`src/vkms_pkg.sv`:
```
`timescale 1ns / 1ps
`default_nettype none
// ----------------------------------------------------------------------------
// vkms_pkg
// Shared types, constants and controller/datapath signal groups for the
// two-contact velocity keyboard matrix scanner.
// ----------------------------------------------------------------------------
package vkms_pkg;

  // Matrix and key space
  localparam int ROWS     = 16;
  localparam int KEYS     = 128;
  localparam int ROW_W    = $clog2(ROWS);
  localparam int KEY_W    = $clog2(KEYS);
  localparam int COLS     = 16;
  localparam int COL_W    = 4;

  // Pin map limits (rows valid for each half, right half offset)
  localparam logic [3:0] LEFT_LAST_ROW  = 4'd9;
  localparam logic [3:0] RIGHT_LAST_ROW = 4'd11;
  localparam int         RIGHT_OFFSET   = 80;

  // Note and velocity constants
  localparam int NOTE_BASE = 21;
  localparam int NOTE_MAX  = 127;
  localparam int VEL_MAX   = 127;

  // Divider: numerator magnitude |delay - fastest| * 127 stays below 2^38
  localparam int NUM_W     = 39;
  localparam int SPAN_W    = 17;
  localparam int DIV_CNT_W = $clog2(NUM_W + 1);

  // Config port
  localparam int CFG_IDX_W = 4;
  localparam logic [CFG_IDX_W-1:0] CFG_FASTEST = 4'd0;
  localparam logic [CFG_IDX_W-1:0] CFG_SLOWEST = 4'd1;
  localparam logic [15:0] FASTEST_RESET = 16'd4;
  localparam logic [15:0] SLOWEST_RESET = 16'd200;

  // Event kinds
  localparam logic [1:0] EV_NONE = 2'd0;
  localparam logic [1:0] EV_ON   = 2'd1;
  localparam logic [1:0] EV_OFF  = 2'd2;

  typedef struct packed {
    logic [3:0]  row_index;
    logic [15:0] column_bits;
    logic [31:0] time_ms;
  } in_item_t;

  typedef struct packed {
    logic [1:0] event_kind;
    logic [6:0] midi_note;
    logic [6:0] velocity;
    logic       last_of_row;
  } out_item_t;

  // What the current changed column means
  typedef enum logic [1:0] {
    CLS_SKIP,
    CLS_FIRST_PRESS,
    CLS_FIRST_RELEASE,
    CLS_SECOND_PRESS
  } col_cls_t;

  typedef enum logic [3:0] {
    ST_IDLE,
    ST_LOAD,
    ST_SCAN,
    ST_READ,
    ST_DIFF,
    ST_ABS,
    ST_DIVLOAD,
    ST_DIV,
    ST_STASH,
    ST_FLUSH
  } state_t;

  // Controller -> datapath
  typedef struct packed {
    logic accept;
    logic load_row;
    logic col_done;
    logic mem_write;
    logic mem_read;
    logic clr_valid;
    logic latch_ev;
    logic vel_delay;
    logic vel_diff;
    logic vel_abs;
    logic div_load;
    logic div_step;
    logic stash;
    logic flush;
  } cmd_t;

  // Datapath -> controller
  typedef struct packed {
    logic     any_left;
    col_cls_t cls;
    logic     stored_set;
    logic     div_busy;
    logic     pend_valid;
    logic     slot_free;
  } sts_t;

endpackage
`default_nettype wire

```
`src/vkms_ctrl.sv`:
```
`timescale 1ns / 1ps
`default_nettype none
// ----------------------------------------------------------------------------
// vkms_ctrl
// Sequencer: accepts a row, walks its changed columns one at a time, runs
// the velocity divider for note-ons and hands events to the datapath.
// ----------------------------------------------------------------------------
module vkms_ctrl (
  input  wire logic           clk,
  input  wire logic           rst_n,
  input  wire logic           in_valid,
  output logic                in_ready,
  input  wire vkms_pkg::sts_t sts,
  output vkms_pkg::cmd_t      cmd
);

  vkms_pkg::state_t state_r, state_nxt;

  // State register
  always_ff @(posedge clk) begin
    if (!rst_n) begin
      state_r <= vkms_pkg::ST_IDLE;
    end else begin
      state_r <= state_nxt;
    end
  end

  // Next state and commands
  always_comb begin
    state_nxt = state_r;
    cmd       = '0;
    in_ready  = 1'b0;
    unique case (state_r)
      vkms_pkg::ST_IDLE: begin
        in_ready = 1'b1;
        if (in_valid) begin
          cmd.accept = 1'b1;
          state_nxt  = vkms_pkg::ST_LOAD;
        end
      end
      vkms_pkg::ST_LOAD: begin
        cmd.load_row = 1'b1;
        state_nxt    = vkms_pkg::ST_SCAN;
      end
      vkms_pkg::ST_SCAN: begin
        if (!sts.any_left) begin
          state_nxt = vkms_pkg::ST_FLUSH;
        end else begin
          cmd.col_done = 1'b1;
          unique case (sts.cls)
            vkms_pkg::CLS_FIRST_PRESS: begin
              cmd.mem_write = 1'b1;
            end
            vkms_pkg::CLS_FIRST_RELEASE: begin
              cmd.clr_valid = 1'b1;
              cmd.latch_ev  = 1'b1;
              state_nxt     = vkms_pkg::ST_STASH;
            end
            vkms_pkg::CLS_SECOND_PRESS: begin
              cmd.mem_read = 1'b1;
              cmd.latch_ev = 1'b1;
              state_nxt    = vkms_pkg::ST_READ;
            end
            default: begin
            end
          endcase
        end
      end
      vkms_pkg::ST_READ: begin
        // no captured first contact: nothing to report
        if (sts.stored_set) begin
          cmd.vel_delay = 1'b1;
          state_nxt     = vkms_pkg::ST_DIFF;
        end else begin
          state_nxt = vkms_pkg::ST_SCAN;
        end
      end
      vkms_pkg::ST_DIFF: begin
        cmd.vel_diff = 1'b1;
        state_nxt    = vkms_pkg::ST_ABS;
      end
      vkms_pkg::ST_ABS: begin
        cmd.vel_abs = 1'b1;
        state_nxt   = vkms_pkg::ST_DIVLOAD;
      end
      vkms_pkg::ST_DIVLOAD: begin
        cmd.div_load = 1'b1;
        state_nxt    = vkms_pkg::ST_DIV;
      end
      vkms_pkg::ST_DIV: begin
        if (sts.div_busy) begin
          cmd.div_step = 1'b1;
        end else begin
          state_nxt = vkms_pkg::ST_STASH;
        end
      end
      vkms_pkg::ST_STASH: begin
        // the held event moves out only when the output slot can take it
        if (!sts.pend_valid || sts.slot_free) begin
          cmd.stash = 1'b1;
          state_nxt = vkms_pkg::ST_SCAN;
        end
      end
      vkms_pkg::ST_FLUSH: begin
        if (sts.slot_free) begin
          cmd.flush = 1'b1;
          state_nxt = vkms_pkg::ST_IDLE;
        end
      end
      default: begin
        state_nxt = vkms_pkg::ST_IDLE;
      end
    endcase
  end

endmodule
`default_nettype wire

```
`config.mk`:
```
export PLATFORM = sky130hd
export DESIGN_NAME = vkms_ctrl
export DESIGN_NICKNAME = d
export VERILOG_FILES = /design/src/vkms_pkg.sv /design/src/vkms_ctrl.sv
export SDC_FILE = /design/constraint.sdc
export NUM_CORES = 1
export LEC_CHECK = 0
export BUFFER_PORTS_ARGS = -buffer_cell sky130_fd_sc_hd__buf_2
export CAP_MARGIN = 20
export CORE_AREA = 3 3 40 42
export CTS_CLUSTER_DIAMETER = 80
export DETAILED_ROUTE_END_ITERATION = 8
export DIE_AREA = 0 0 43 45
export PLACE_DENSITY_LB_ADDON = 0.15
export SLEW_MARGIN = 0
export SYNTH_ARGS = -nofsm -noshare
export SYNTH_HDL_FRONTEND = slang
export SYNTH_SLANG_ARGS = --single-unit
```
`constraint.sdc`:
```
create_clock -name clk -period 1.48 [get_ports clk]
set_clock_uncertainty 0.05 [all_clocks]
set_input_delay 0.296 -clock clk [delete_from_list [all_inputs] [get_ports clk]]
set_output_delay 0.296 -clock clk [all_outputs]
set_load 0.05 [all_outputs]
```
==> summary.txt <==
clock transition at the registers of the reported paths = 40 ps
Ys Warns = 0
Die Ht = 45 um
Inserted Clock Buffers = 3
routability cong. = 0.839
die area = 1940 sq um
Final setup viols = 15
Setup WS post-layout = -176 ps
Data required, critical path = 1130 ps
unrepaired setup endpoints after global routing = yes
post-synthesis adder-cell area fraction = 0%
pins over their slew limit = 0
critical path arrival = 1310 ps
Post-Syn Instances = 65
initial antenna violation count = 0
post-layout util = 76.7%
DIE WIDTH = 43 um
TritonCTS clock tree = yes
I/O Buffers = 24
Top reg by flops = state_r
max reg flops = 4
mux contribution to synthesized area = 4.83%
synthesized flop and latch total = 4
Synth Flop Type = dfxtp_1
Post-synth EDFFs = 0
Worst setup SP type = flip-flop
final hold vios = 0
Filler cells = 89
R2R Path Start = state_r[2]$_SDFFE_PN0P_
Synth Area in Simple Gates = 43.5%
Synth Cell Area = 414 sq um
Iteration-0 DRC Markers = 10
# DRC = 0
total negative slack = -1130 ps
MaxCap Viol Count = 0
M1 GR Usage = 22.4%
grt met3 use = 3.19%
global route hottest layer = met2
CTS Sinks = 4
Root Driver = clkbuf_4
number of global-route vias before repair = 613
largest net degree at the start of global routing = 9
row count = 13
pre-CTS setup slack = -60.7 ps
Finished Layout Cells = 123
Worst VDD drop = 1.06 mV
Placed Cells = 113
Worst-Skew Late Latency = 240 ps
total power = 1.58 mW
first-pass GRT wire length = 2750 um
Worst Setup SP = state_r[2]$_SDFFE_PN0P_
Total GRT Usage = 19.2%
post-DR vias/cell = 5.20
r2r endpoint = state_r[1]$_SDFFE_PN0P_
Synth cell types = 26
Static Leak = 0.474 nW
PwrDens = 1600 nW/um^2
Initial Utilization = 32.2%
post-route ant nets = 0
H-tree depth = 1
post-synthesis compound-gate area fraction = 21.5%
Worst setup EP type = output port
first-pass detailed-route iteration total = 4
share of cells above drive strength 1 = 70.4%
relative slew slack = 81.3%
HP Class = input pin to flip-flop
xor/xnor cell area share of the yosys netlist = 0%
total gr overflow = 0
met2 usage in global routing = 33.2%
Post-Route WL = 1730 um
synth top area cells = dfxtp_1, nand2_1, nor2_1
worst-path fanout max = 5
Tcrit/Tclk final = 112%
area leader, netlist = dfxtp_1
post-synth top area share = 19.3%
ANT cells = 0
worst setup path end = cmd[10]
worst setup path class = flip-flop to output port
cell count of the worst reg-to-reg path = 6
fmax = 0.604 GHz
largest family of logic cells by synthesized area = simple AND/OR/NAND/NOR gates
post-synthesis async set-or-reset flop share = 0%
final HPWL from detailed placement = 1100 um
wire length per cell = 14.1 um
Least-Margin Pin Slew = 278 ps
vias = 639
Top-Level Pins = 25
Syn Area/Cell = 6.37 sq um
Final #Nets = 120
Clock Tree Buf Depth = 2
Worst R2R Setup Slack = -110 ps
Core Region = 1280 sq um
syn_nets = 75
synthesis-to-finish area growth = 138%
failing checks = setup timing
Post-synth top cells = nand2_1, nor2_1, inv_1
minimum clock period = 1660 ps
status = finished, violations left
biggest regs = state_r: 4 flops
register area share after synthesis = 19.3%
critical path: stages (launching register included):
cell and delay, ps:
dfxtp_2 340, and3b_2 290, buf_6 110, and3_4 190, buf_8 140
where the power goes:
| group | switching (mW) | leakage [nW] | internal [mW] |
|---|---|---|---|
| clock network | 0.0469 | 0.0138 | 0.0909 |
| logic | 0.647 | 0.426 | 0.574 |
| registers | 0.0677 | 0.0350 | 0.150 |
cell type report:
cell class	instances	area, sq um	area share (%)
multi-input cells	51	435	44.2
flip-flops and latches	4	90.1	9.14
well taps	15	18.8	1.90
inverters	7	28.8	2.92
clock buffers	3	22.5	2.28
repair buffers	43	390	39.6
routing by layer:
metal  vias up  share of wire [%]
met5         -                  0
met4         0                1.4
met3         4                5.3
met2        24                 54
met1       298                 39
li1        313                  -
cell families after synthesis:
kind of cell	count (synthesis)
AO/OA/AOI/OAI	12
buffers and inverters	10
flip-flops	4
multiplexers	2
AND/OR/NAND/NOR	37
through the flow:
step                cell area (sq um)  hold WS [ps]
floorplan                         493           364
global placement                  702           509
detailed placement                702           523
CTS                               901           293
global route                      986           329
finish                            986           297
repair_timing:
item	4_1_cts	5_1_grt
hold endpoints to repair	0	0
hold buffers	0	0
setup endpoints to repair	17	18
resized for setup	47	18
pin swaps	7	6
buffers inserted	5	2
cells in the final DEF (no fill, tap or decap):
cell type  netlist  routed
buf_6            0      14
inv_1            6       4
and4_4           0       1
a311oi_1         1       1
o211ai_4         0       1
clkbuf_4         0       3
a31oi_1          1       1
dfxtp_4          0       2
mux2i_1          2       2
dfxtp_2          0       2
and2b_2          1       1
and3_1           3       1
nor2_1          11       2
nand2_4          0       3
a21oi_1          3       2
or2_4            0       1
o21ai_0          1       1
buf_8            0       5
buf_4            2      15
a21o_1           1       1
a21oi_4          0       1
nor3_1           4       2
nand2_1         11       8
nor2_2           0       2
buf_2            0       9
nand4_1          2       2
and3b_2          0       1
nor3_4           0       2
o32a_1           1       1
o21a_1           2       2
and3_4           0       2
inv_2            1       2
o31a_1           1       1
inv_4            0       1
nand2b_4         0       1
nand3b_1         1       1
nor2_4           0       7
worst min path at each step:
stage | from | to | slack, ps | cells after the start
after global placement | state_r[3]$_SDFFE_PN0P_ | state_r[3]$_SDFFE_PN0P_ | 510 | 2
after global routing | rst_n | state_r[2]$_SDFFE_PN0P_ | 330 | 2
after CTS | rst_n | state_r[0]$_SDFFE_PN0P_ | 290 | 3
after detailed placement | state_r[0]$_SDFFE_PN0P_ | state_r[0]$_SDFFE_PN0P_ | 520 | 2
final | rst_n | state_r[0]$_SDFFE_PN0P_ | 300 | 3
after floorplan | rst_n | state_r[2]$_SDFFE_PN0P_ | 360 | 1
Note: power is estimated with default switching activity, not from simulation.
